## config.mk

```make
export PLATFORM = sky130hd
export DESIGN_NAME = lobm_cell
export DESIGN_NICKNAME = d
export VERILOG_FILES = /design/src/rtl/assert_macros.svh /design/src/rtl/lobm_pkg.sv /design/src/rtl/lobm_cell.sv
export SDC_FILE = /design/constraint.sdc
export NUM_CORES = 1
export LEC_CHECK = 0
export ABC_AREA = 0
export BUFFER_PORTS_ARGS = -buffer_cell sky130_fd_sc_hd__clkbuf_2
export CAP_MARGIN = 0
export CORE_AREA = 5 5 158 160
export DETAILED_ROUTE_END_ITERATION = 10
export DIE_AREA = 0 0 163 165
export PLACE_DENSITY = 0.63
export SLEW_MARGIN = 20
export SYNTH_ARGS = -nofsm -noshare
export SYNTH_HDL_FRONTEND = slang
export SYNTH_SLANG_ARGS = --single-unit
export TNS_END_PERCENT = 100
```

## constraint.sdc

```tcl
create_clock -name aclk -period 14.8 [get_ports aclk]
set_input_delay 4.44 -clock aclk [delete_from_list [all_inputs] [get_ports aclk]]
set_output_delay 4.44 -clock aclk [all_outputs]
set_load 0.05 [all_outputs]
```

## src/rtl/assert_macros.svh

```systemverilog
// Assertion helpers for the matcher RTL.
`ifndef ASSERT_MACROS_SVH
`define ASSERT_MACROS_SVH

// Checked only while the block is out of reset.
`define LOBM_ASSERT(label, prop, msg) \
    label: assert property (@(posedge aclk) disable iff (!aresetn) prop) else $error(msg);

// Checked at every edge, reset included.
`define LOBM_ASSERT_ALWAYS(label, prop, msg) \
    label: assert property (@(posedge aclk) prop) else $error(msg);

`endif

```

## src/rtl/lobm_pkg.sv

```systemverilog
`timescale 1ns / 1ps
// ----------------------------------------------------------------------------
// lobm_pkg
// Types and constants of the limit order book matcher.
// ----------------------------------------------------------------------------
package lobm_pkg;

    localparam int ORDER_SLOTS = 1024;
    localparam int GRP_SIZE    = 32;
    localparam int GRP_CNT     = ORDER_SLOTS / GRP_SIZE;
    localparam int CNT_W       = $clog2(ORDER_SLOTS + 1);
    localparam int PRICE_W     = 12;
    localparam int TRADE_CAP   = 63;
    localparam int TRADE_W     = 6;

    typedef enum logic [1:0] {
        CMD_ADD    = 2'd0,
        CMD_CANCEL = 2'd1,
        CMD_MODIFY = 2'd2,
        CMD_MATCH  = 2'd3
    } cmd_t;

    typedef enum logic [2:0] {
        STS_OK        = 3'd0,
        STS_DUPLICATE = 3'd1,
        STS_NOT_FOUND = 3'd2,
        STS_OWNER     = 3'd3,
        STS_FULL      = 3'd4
    } status_t;

    localparam logic KIND_STATUS = 1'b0;
    localparam logic KIND_TRADE  = 1'b1;
    localparam logic SIDE_BUY    = 1'b0;
    localparam logic SIDE_SELL   = 1'b1;

    typedef enum logic [3:0] {
        ST_IDLE,
        ST_LOOK,
        ST_GROUP,
        ST_DECIDE,
        ST_REMOVE,
        ST_INSERT,
        ST_STATUS,
        ST_MEVAL,
        ST_MUPD
    } state_t;

    typedef struct packed {
        logic               vld;
        logic               sd;
        logic [31:0]        id;
        logic [15:0]        own;
        logic [PRICE_W-1:0] prc;
        logic [31:0]        rem;
    } order_t;

    // Broadcast to every cell of the chain.
    typedef struct packed {
        logic        ins;
        logic        ins_sd;
        order_t      item;
        logic [31:0] tq;
    } cell_ctl_t;

endpackage

```

## src/rtl/lobm_cell.sv

```systemverilog
`timescale 1ns / 1ps
// ----------------------------------------------------------------------------
// lobm_cell
// One place of the order chain: holds one resting order and trades it with
// its neighbors on insert, removal and fill.
// ----------------------------------------------------------------------------
module lobm_cell
    import lobm_pkg::*;
(
    input  logic      aclk,
    input  logic      aresetn,
    input  cell_ctl_t ctl,
    input  logic      rmb_here,
    input  logic      rms_here,
    input  logic      dec_here,
    input  order_t    left,
    input  order_t    right,
    output order_t    q
);

    order_t cell_reg;
    order_t cell_next;
    logic   cb, cs, lb, ls, rb, rs;

    assign cb = cell_reg.vld && (cell_reg.sd == SIDE_BUY);
    assign cs = cell_reg.vld && (cell_reg.sd == SIDE_SELL);
    assign lb = left.vld && (left.sd == SIDE_BUY);
    assign ls = left.vld && (left.sd == SIDE_SELL);
    assign rb = right.vld && (right.sd == SIDE_BUY);
    assign rs = right.vld && (right.sd == SIDE_SELL);

    // Bids pack from the left end, best first; asks pack from the right end.
    always_comb begin
        cell_next = cell_reg;
        if (rmb_here && cb) begin
            cell_next = rb ? right : '0;
        end else if (rms_here && cs) begin
            cell_next = ls ? left : '0;
        end else if (dec_here) begin
            cell_next.rem = cell_reg.rem - ctl.tq;
        end else if (ctl.ins && ctl.ins_sd == SIDE_BUY && !cs) begin
            if (lb && left.prc < ctl.item.prc) begin
                cell_next = left;
            end else if ((!cell_reg.vld || (cb && cell_reg.prc < ctl.item.prc))
                         && lb && left.prc >= ctl.item.prc) begin
                cell_next = ctl.item;
            end
        end else if (ctl.ins && ctl.ins_sd == SIDE_SELL && !cb) begin
            if (rs && right.prc > ctl.item.prc) begin
                cell_next = right;
            end else if ((!cell_reg.vld || (cs && cell_reg.prc > ctl.item.prc))
                         && rs && right.prc <= ctl.item.prc) begin
                cell_next = ctl.item;
            end
        end
    end

    always_ff @(posedge aclk) begin
        if (!aresetn) begin
            cell_reg.vld <= 1'b0;
        end else begin
            cell_reg <= cell_next;
        end
    end

    assign q = cell_reg;

endmodule

```

* After elaboration in Yosys (flattened, before gate mapping) *
Index checks and enable logic that the tools add are counted.

word-level totals
  bits in latches = 0
  bits in read-only memories = 0
  memories kept = 0
  bits in registers = 94
  output and inout bits = 94
  bits in writable memories = 0

cells by class
  $mul = 0
  reduce and logical (&&, ||, !) cells = 32
  add/sub/neg operators = 1
  bitwise logic cells = 4
  mux-type cells = 12
  equality and inequality tests = 3
  shift operators = 0
  $lt $le $gt $ge = 6
  divide/modulo/power cells = 0

operators by type and width
  cell                count
  $mux 94             10
  $mux 62             1
  $mux 32             1
  $sub 32x32->32      1
  $gt 12x12->1        2
  $lt 12x12->1        2
  $logic_and 1x1->1   20
  $ge 12x12->1        1
  $le 12x12->1        1
  $reduce_bool 5->1   2
  $reduce_and 4->1    2
  $ne 6x4->1 const B  1
  $reduce_bool 6->1   1
  $ne 5x3->1 const B  1
  $reduce_and 5->1    1
  $not 1->1           4
  $reduce_bool 4->1   1
  $logic_not 1->1     3
  $ne 3x1->1 const B  1
  $logic_or 1x1->1    2

* Longest topological paths before layout *
Gate-level depths: netlist of run 1.

  depth in word-level cells = 12
  mapped depth = 12
  depth with buffers taken out = 12

* Worst setup path before layout of run 1 *
OpenSTA, ideal clock, no wires.

  path type = input-to-reg
  start = input ctl[69] in the netlist's numbering
  end = register cell_reg, in the netlist q[32], enable pin
  library setup time = 0.425 ns
  slack = 6.692 ns
  arrival = 7.682 ns
  stages = 10
  data required time = 14.375 ns
  buffers on the path = 0
  cell sequence = inv_1 ha_1 a21o_1 a221o_1 a2111o_1 o21ai_1 a31oi_1 o21a_1 o21ai_1 and2_1

on the way
  word-level cells in the longest chain between the ends = 7
  elaborated cells between the ends (all ways) = 19

RTL lines
  element                                                           RTL line                          RTL
  from (decl)                                                       lobm_cell.sv:12                   input cell_ctl_t ctl,
  $lt 12x12->1 / $gt 12x12->1 (equally long branches)               lobm_cell.sv:44, lobm_cell.sv:51
  $logic_and 1x1->1, on equally long branches                       lobm_cell.sv:44, lobm_cell.sv:51
  $logic_or 1x1->1, on equally long branches                        lobm_cell.sv:44, lobm_cell.sv:51
  $logic_and 1x1->1, on equally long branches (2 in a row)          lobm_cell.sv:45, lobm_cell.sv:52
  $ne 5x3->1 (no line) / $reduce_bool 5->1 (equally long branches)  --
  $reduce_and 5->1 (no line) *                                      --
  to (signal assigned)                                              lobm_cell.sv:62                   cell_reg <= cell_next;
  to (decl)                                                         lobm_cell.sv:21                   order_t cell_reg;

Every way passes the cells marked *; elsewhere a longest branch is shown, timed or not.
A chain may end at the register's enable or synchronous reset.

* Final worst setup path of run 1 *
  start = input ctl[69] in the netlist's numbering
  end = register cell_reg, in the netlist q[78], enable pin

The elaborated chain is that of the path after synthesis.

==> results.txt, run 1 <==
----------------------------------------------------
[Synthesis]
  Post-synth EDFFs ... 93
  Post-Synthesis Mean Instance Area ... 9.330 µm²
  Flop and latch count out of synthesis ... 94
  Synth Instances ... roughly 870
  Post-synth top area share ... 0.3429
  Dominant cells by area after synthesis ... sky130_fd_sc_hd__edfxtp_1, sky130_fd_sc_hd__ha_1, sky130_fd_sc_hd__a221o_1
  Top cell type by total area after synthesis ... sky130_fd_sc_hd__edfxtp_1
  Sequential cell area fraction in the yosys report ... 0.3453
  Cell variety after synth ... just over 70
  Yosys Warn Count ... 0
  Syn Nets ... 1,262
  Leading register cell type out of synthesis ... sky130_fd_sc_hd__edfxtp_1
  Mapped Area ... 8145 µm²
  Async S/R FF share, synth ... 0

[Die]
  Row count ... 56
  Height of the chip ... 165 µm
  Area of the die ... 26,900 µm²
  Width of the die ... 163 µm
  Boundary Pins ... just over 400
  Core area ... around 23,000 µm²
  Initial core utilization ... 0.3502

[Global route]
  Global router's overall resource usage ... 0.2345
  Global-route met3 utilization ... 0.06788
  Pin count of the biggest net entering global routing ... between 60 and 70
  Global-route track usage on met1 ... 0.2882
  Antenna violations before repair ... 4
  Most Used Layer, Global Route ... met2
  Total gr overflow ... 0
  Vias in the first global route ... 8,889
  Global-route wire length before repair ... 49,260 µm
  Global routing met2 resource utilization ... 0.3892

[Drt]
  Routed wirelength normalized by instance count ... 21.50 µm
  Number of design rule violations left after detail routing ... 0
  First-pass DRT Iterations ... 7
  Count of routing violations after the opening detailed-route iteration ... approximately 870
  Vias per cell ... ~5.8
  Total routed wirelength ... about 34,000 µm
  ANT nets after route ... 0
  Total via count after detailed routing ... 9,067

[STA]
  Part of the cycle the worst path needs ... 0.5052
  Worst slew margin ... 0.3795
  Highest achievable clock rate ... roughly 130 MHz
  Setup repair after global routing missed its margin ... no
  Final Hold Vio Count ... 0
  Slew at the pin with the worst max-slew slack ... 0.9308 ns
  Setup Skew ... 0.01596 ns
  Fin worst setup slack ... about 7.3 ns
  Setup total negative slack ... 0 ns
  Setup violations, final ... 0
  Final critical delay including setup and external delays ... about 7.5 ns
  Number of pins with negative max-slew slack in the final report ... 0

[Clock tree]
  Post-cts repair resize count ... 0
  CTS sink count ... between 90 and 100
  Maximum level of the CTS H-tree ... 3
  CTS tree ... built
  CTS clk-pin slew, worst paths ... 0.08 ns
  Clock Tree Buf Depth ... 2
  Inserted Clock Buffers ... 9
  Later-pin clock latency in the skew report ... approximately 0.36 ns
  Number of hold buffers added after CTS ... 0
  Post-CTS Setup Inserts ... 0
  Library cell used as clock root buffer ... sky130_fd_sc_hd__clkbuf_16

[Critical path]
  R2R cell count ... 10
  Type of the worst setup path ... input pin to flop
  Critical Path RT ... roughly 15 ns
  Slack of the worst reg-to-reg path ... roughly 11 ns
  Kind of capture point of the worst setup path ... flop
  Reg2reg start ... q[37]
  Kind of start point of the critical path ... input pin
  Largest fanout on the critical path ... 51
  Worst EP arrival ... between 7 and 8 ns
  Crit path from ... ctl[69]
  Reg2reg end ... q[78]

[Final layout]
  Flip-flop count of the largest register, all copies and words added ... between 90 and 100
  Proportion of layout cells with a drive suffix above 1 ... 0.3731
  Nets ... approximately 1,600
  Final design instance area without fill ... around 11,000 µm²
  Utilization after layout ... 0.4632
  Growth of design area from synthesis to finish ... 32.29%

[Power]
  Leakage component of the power ... between 5 and 6 nW
  Power Total ... 0.0009196 W
  Pwr per Cell Area ... between 80 and 90 nW/µm²
  Maximum vdd drop ... roughly 0.000051 V

[Hold path]
  Hold/Removal Path Class ... flop to flop
  Startpoint of the tightest hold check path ... q[93]
  End of the worst hold path ... q[93]
  Number of instances on the worst hold path ... 2

[Placement]
  Routability Congestion ... ~0.96
  Number of port buffers ... 414
  Post-detailed-placement cell area ... between 10,000 and 15,000 µm²
  DP Worst Slack ... between 6 and 7 ns
  Detailed-placement wirelength estimate ... about 26,000 µm

[Job]
  Max cap viols ... 0

[Run status]
  Run status ... finished clean

----------------------------------------------------
==> per-layer routing <==
layer	share of wire	up-vias	wire length, µm
li1	-	4214	-
met1	0.38	4262	12980
met2	0.49	525	16440
met3	0.097	64	3263
met4	0.032	2	1092
met5	0.00036	-	12
==> how the worst max path moves through the flow <==
stage,endpoint
after floorplan,q[32]
after global placement,q[78]
after detailed placement,q[77]
after CTS,q[77]
after global routing,q[78]
final,q[78]
==> per-stage QoR <==
| stage | cells | hold slack, ns |
|---|---|---|
| final | 1571 | 0.6402 |
| after detailed placement | 1552 | 0.6341 |
| after CTS | 1568 | 0.6448 |
| after global placement | 1552 | 0.6244 |
| after global routing | 1571 | 0.7101 |
| after floorplan | 873 | 0.8473 |
==> synthesized netlist by cell type, drive strengths merged (15+ instances only) <==
cell type and instances:
inv 57, a21o 17, o21ai 55, a221o 62
buf 24, o221ai 25, o211ai 15, a22oi 76
clkbuf 40, a21oi 51, xnor2 18, edfxtp 93
nand2 37, ha 67, nor2 100
==> area by class of cell <==
type,count,area [µm²]
timing repair buffer,424,2147
tap,319,399.1
inverter,57,214.0
clock inverter,7,88.84
clock buffer,9,225.2
multi-input combinational,658,4881
sequential,94,2813
antenna,3,7.507
fill,2325,12490
==> cells by family after synthesis <==
family | Yosys count | share of synthesized area
AO/OA/AOI/OAI | 364 | 0.3447
XOR/XNOR | 28 | 0.03011
adder cells (fa/ha/maj) | 68 | 0.1054
buffers and inverters | 121 | 0.05975
flip-flops | 94 | 0.3453
multiplexers | 2 | 0.002458
AND/OR/NAND/NOR | 196 | 0.1123
==> where the power goes <==
| part | internal [W] | leakage (nW) | switching, W |
|---|---|---|---|
| clock network | 0.000122 | 0.152 | 0.000125 |
| logic | 0.000141 | 3.98 | 0.000206 |
| registers | 0.000316 | 0.870 | 0.00000931 |
==> cell usage in the layout, fill, tap and decap left out, types with 9 or more instances in the layout <==
master / synthesis / final
sky130_fd_sc_hd__a22oi_1: 76 / 76
sky130_fd_sc_hd__xnor2_1: 18 / 18
sky130_fd_sc_hd__nand2_1: 36 / 36
sky130_fd_sc_hd__a21oi_1: 49 / 48
sky130_fd_sc_hd__ha_1: 67 / 67
sky130_fd_sc_hd__clkbuf_2: 0 / 414
sky130_fd_sc_hd__xor2_1: 10 / 10
sky130_fd_sc_hd__buf_4: 3 / 10
sky130_fd_sc_hd__a221o_1: 62 / 62
sky130_fd_sc_hd__clkbuf_16: 0 / 9
sky130_fd_sc_hd__a222oi_1: 14 / 14
sky130_fd_sc_hd__o221ai_1: 25 / 25
sky130_fd_sc_hd__edfxtp_1: 93 / 93
sky130_fd_sc_hd__nor2_1: 99 / 98
sky130_fd_sc_hd__o211ai_1: 14 / 14
sky130_fd_sc_hd__inv_1: 57 / 57
sky130_fd_sc_hd__o21ai_0: 18 / 18
sky130_fd_sc_hd__o21ai_1: 35 / 34
sky130_fd_sc_hd__nand4_1: 12 / 12
sky130_fd_sc_hd__a21o_1: 17 / 17
==> worst max-delay path, stage by stage <==
cell	delay (ns)
sky130_fd_sc_hd__clkbuf_2	0.09
sky130_fd_sc_hd__inv_1	0.07
sky130_fd_sc_hd__ha_1	0.31
sky130_fd_sc_hd__a21o_1	0.16
sky130_fd_sc_hd__a221o_1	0.32
sky130_fd_sc_hd__a2111o_1	0.43
sky130_fd_sc_hd__o21ai_1	0.13
sky130_fd_sc_hd__a31oi_1	0.12
sky130_fd_sc_hd__o21a_1	0.20
sky130_fd_sc_hd__o21ai_1	0.18
sky130_fd_sc_hd__and2_2	0.34
sky130_fd_sc_hd__buf_4	0.59
No activity file was read; power rests on OpenSTA's default activity.
==> run 2: changes to the inputs <==
- ABC_AREA: 0 -> 1
- CORE_AREA: 5 5 158 160 -> not set
- CORE_MARGIN: not set -> 5
- CORE_UTILIZATION: not set -> 40
- DIE_AREA: 0 0 163 165 -> not set
- PLACE_DENSITY: 0.63 -> 0.67
- clock period: 14.8 -> 7.35 ns (I/O delays scaled with it)
==> run 2 against run 1 <==
Compared with the run above: register-to-register slack lost 6.8 ns; area after synthesis increased by 28%; cell count is 50% higher.
==> results.txt, run 2 <==
----------------------------------------------------
[Run status]
  Run status ... finished clean

[Synthesis]
  Top cell type by total area after synthesis ... sky130_fd_sc_hd__edfxtp_1
  Cell variety after synth ... between 40 and 50
  Leading register cell type out of synthesis ... sky130_fd_sc_hd__edfxtp_1
  Syn Nets ... about 2,000
  Synth Instances ... between 1,500 and 2,000
  Yosys Warn Count ... 0
  Cell types with the highest counts after synthesis ... sky130_fd_sc_hd__nand2_1, sky130_fd_sc_hd__inv_1, sky130_fd_sc_hd__nand3_1
  Async S/R FF share, synth ... 0
  Sequential cell area fraction in the yosys report ... 0.2696
  Dominant cells by area after synthesis ... sky130_fd_sc_hd__edfxtp_1, sky130_fd_sc_hd__nand2_1, sky130_fd_sc_hd__ha_1
  Mapped Area ... around 10,000 µm²
  Most numerous cell in the Yosys netlist ... sky130_fd_sc_hd__nand2_1
  Post-synth top area share ... 0.2677
  Post-synth EDFFs ... 93
  Post-Synthesis Mean Instance Area ... approximately 6.4 µm²
  Flop and latch count out of synthesis ... 94

[Critical path]
  Largest fanout on the critical path ... 63
  Slack of the worst reg-to-reg path ... approximately 4.3 ns
  Reg2reg end ... q[58]
  Critical Path RT ... 7.48 ns
  Kind of start point of the critical path ... input pin
  Reg2reg start ... q[43]
  Kind of capture point of the worst setup path ... flop
  Type of the worst setup path ... input pin to flop
  Worst EP arrival ... 5.35 ns
  R2R cell count ... 13

[Power]
  Total internal power ... around 0.0012 W
  Pwr per Cell Area ... between 150 and 200 nW/µm²
  Sequential power share ... 0.334
  Maximum vdd drop ... about 0.000085 V
  Clock network fraction of design power ... 0.251
  Leakage component of the power ... 6.977 nW
  Combinational Power Share ... 0.415
  Switching share of total power ... 0.4143
  Sw power ... slightly above 0.0008 W

[Die]
  Row count ... 59
  Boundary Pins ... 415
  Height of the chip ... between 150 and 200 µm
  Width of the die ... around 170 µm
  Core area ... between 20,000 and 30,000 µm²
  Area of the die ... between 20,000 and 30,000 µm²
  Initial core utilization ... 0.4038

[Global route]
  Vias in the first global route ... ~12,000
  Most Used Layer, Global Route ... met2
  Global-route track usage on met1 ... 0.3270
  Total gr overflow ... 0
  Global-route wire length before repair ... 63,760 µm
  Global routing met2 resource utilization ... 0.4696
  Antenna violations before repair ... 10
  Pin count of the biggest net entering global routing ... 64
  Global-route met3 utilization ... 0.07424
  Global router's overall resource usage ... 0.2756

[Placement]
  Detailed-placement wirelength estimate ... ~33,000 µm
  Routability Congestion ... between 0.9 and 1
  DP Worst Slack ... between 1.5 and 2 ns
  Post-detailed-placement cell area ... roughly 13,000 µm²
  Number of port buffers ... slightly above 400

[STA]
  Setup repair after global routing missed its margin ... no
  Worst slew margin ... 0.3779
  Highest achievable clock rate ... 191.5 MHz
  Slew at the pin with the worst max-slew slack ... 0.9304 ns
  Number of pins with negative max-slew slack in the final report ... 0
  Part of the cycle the worst path needs ... 0.7105
  Final Hold Vio Count ... 0
  Setup total negative slack ... 0 ns
  Fin worst setup slack ... 2.128 ns
  Final critical delay including setup and external delays ... 5.222 ns
  Setup Skew ... roughly 0.020 ns
  Setup violations, final ... 0

[Hold path]
  Startpoint of the tightest hold check path ... q[93]
  Number of instances on the worst hold path ... 4
  Hold/Removal Path Class ... flop to flop
  End of the worst hold path ... q[93]

[Drt]
  ANT nets after route ... 0
  First-pass DRT Iterations ... 5
  Count of routing violations after the opening detailed-route iteration ... about 840
  Number of design rule violations left after detail routing ... 0
  Total routed wirelength ... roughly 43,000 µm
  Routed wirelength normalized by instance count ... 18.17 µm
  Vias per cell ... between 5 and 6
  Total via count after detailed routing ... about 12,000

[Final layout]
  Proportion of layout cells with a drive suffix above 1 ... 0.2463
  Flip-flop count of the largest register, all copies and words added ... 94
  Nets ... 2,394
  Final design instance area without fill ... approximately 13,000 µm²
  Utilization after layout ... 0.5042
  Growth of design area from synthesis to finish ... 24.86%
  Most frequent cells in the layout ... sky130_fd_sc_hd__nand2_1, sky130_fd_sc_hd__clkbuf_2, sky130_fd_sc_hd__inv_1
  Most frequent standard cell in the layout excluding fill and tap cells ... sky130_fd_sc_hd__nand2_1

[Clock tree]
  Maximum level of the CTS H-tree ... 3
  CTS sink count ... 94
  CTS tree ... built
  Library cell used as clock root buffer ... sky130_fd_sc_hd__clkbuf_16
  Number of hold buffers added after CTS ... 0
  Later-pin clock latency in the skew report ... approximately 0.37 ns
  CTS clk-pin slew, worst paths ... 0.09 ns
  Clock Tree Buf Depth ... 2
  Post-cts repair resize count ... 0
  Post-CTS Setup Inserts ... 0
  Inserted Clock Buffers ... 9

[Job]
  Max cap viols ... 0

----------------------------------------------------
## run 2: cell count changes after synthesis, sizes merged, moves of 17 or more
cell,before,now
a22oi,76,32
o211ai,15,79
a221o,62,0
nand2,37,647
xnor2,18,1
inv,57,202
a21oi,51,79
buf,24,48
o221ai,25,0
nand3,7,156
## run 2: power by group through the flow
stage | sequential, W | combinational (W) | clock (W)
global placement | 0.000674 | 0.000805 | 0
CTS | 0.000663 | 0.000819 | 0.000506
global route | 0.000665 | 0.000917 | 0.000526
detailed placement | 0.000674 | 0.000816 | 0
floorplan | 0.000764 | 0.000455 | 0
finish | 0.000663 | 0.000822 | 0.000496
## run 2: worst max path at each step
stage / to / cells past startpoint / startpoint
6_report: q[62] / 15 / ctl[75]
5_1_grt: q[71] / 15 / ctl[75]
2_1_floorplan: q[32] / 14 / ctl[75]
3_5_place_dp: q[63] / 15 / ctl[75]
4_1_cts: q[70] / 15 / ctl[75]
3_3_place_gp: q[62] / 15 / ctl[75]
## run 2: metrics by stage
| step | cells | hold slack [ns] | total power (W) |
|---|---|---|---|
| floorplan | 1637 | 0.7910 | 0.001219 |
| global placement | 2329 | 0.5914 | 0.001480 |
| detailed placement | 2329 | 0.6014 | 0.001490 |
| CTS | 2345 | 0.6178 | 0.001988 |
| global route | 2349 | 0.7002 | 0.002108 |
| finish | 2349 | 0.6150 | 0.001982 |
## run 2: layout make-up
cell class,count,area [µm²]
Timing Repair Buffer,431,2212
Fill cell,2760,12810
Antenna cell,4,10.01
Inverter,202,759.5
Sequential cell,94,2813
Clock inverter,7,66.31
Multi-Input combinational cell,1267,6523
Clock buffer,9,225.2
Tap cell,335,419.2
## run 2: kinds of logic (layout without fill, tap and decap cells)
logic type / after synthesis / count (layout) / share of synthesized area
other: 0 / 4 / 0
AO/OA/AOI/OAI: 253 / 253 / 0.1617
adder cells (fa/ha/maj): 68 / 68 / 0.08226
flip-flops: 94 / 94 / 0.2696
XOR/XNOR: 11 / 11 / 0.009233
buffers and inverters: 276 / 649 / 0.1071
AND/OR/NAND/NOR: 935 / 935 / 0.3702
## run 2: critical path, cell delays in order
cell and delay [ns]:
sky130_fd_sc_hd__clkbuf_2 0.09, sky130_fd_sc_hd__inv_1 0.07, sky130_fd_sc_hd__ha_1 0.30, sky130_fd_sc_hd__nand2_1 0.09, sky130_fd_sc_hd__inv_2 0.06, sky130_fd_sc_hd__nand2_2 0.05
sky130_fd_sc_hd__nor2_2 0.12, sky130_fd_sc_hd__nand4_2 0.15, sky130_fd_sc_hd__nand3_4 0.58, sky130_fd_sc_hd__clkinv_2 0.74, sky130_fd_sc_hd__buf_4 0.46, sky130_fd_sc_hd__o211ai_1 0.19
sky130_fd_sc_hd__nand3_1 0.09, sky130_fd_sc_hd__nand2_1 0.06, sky130_fd_sc_hd__nand2_1 0.05
## run 2: metal layers
layer | up-vias | wire (µm)
li1 | 6146 | -
met1 | 5660 | 16460
met2 | 531 | 20600
met3 | 97 | 4031
met4 | 12 | 1501
met5 | - | 76
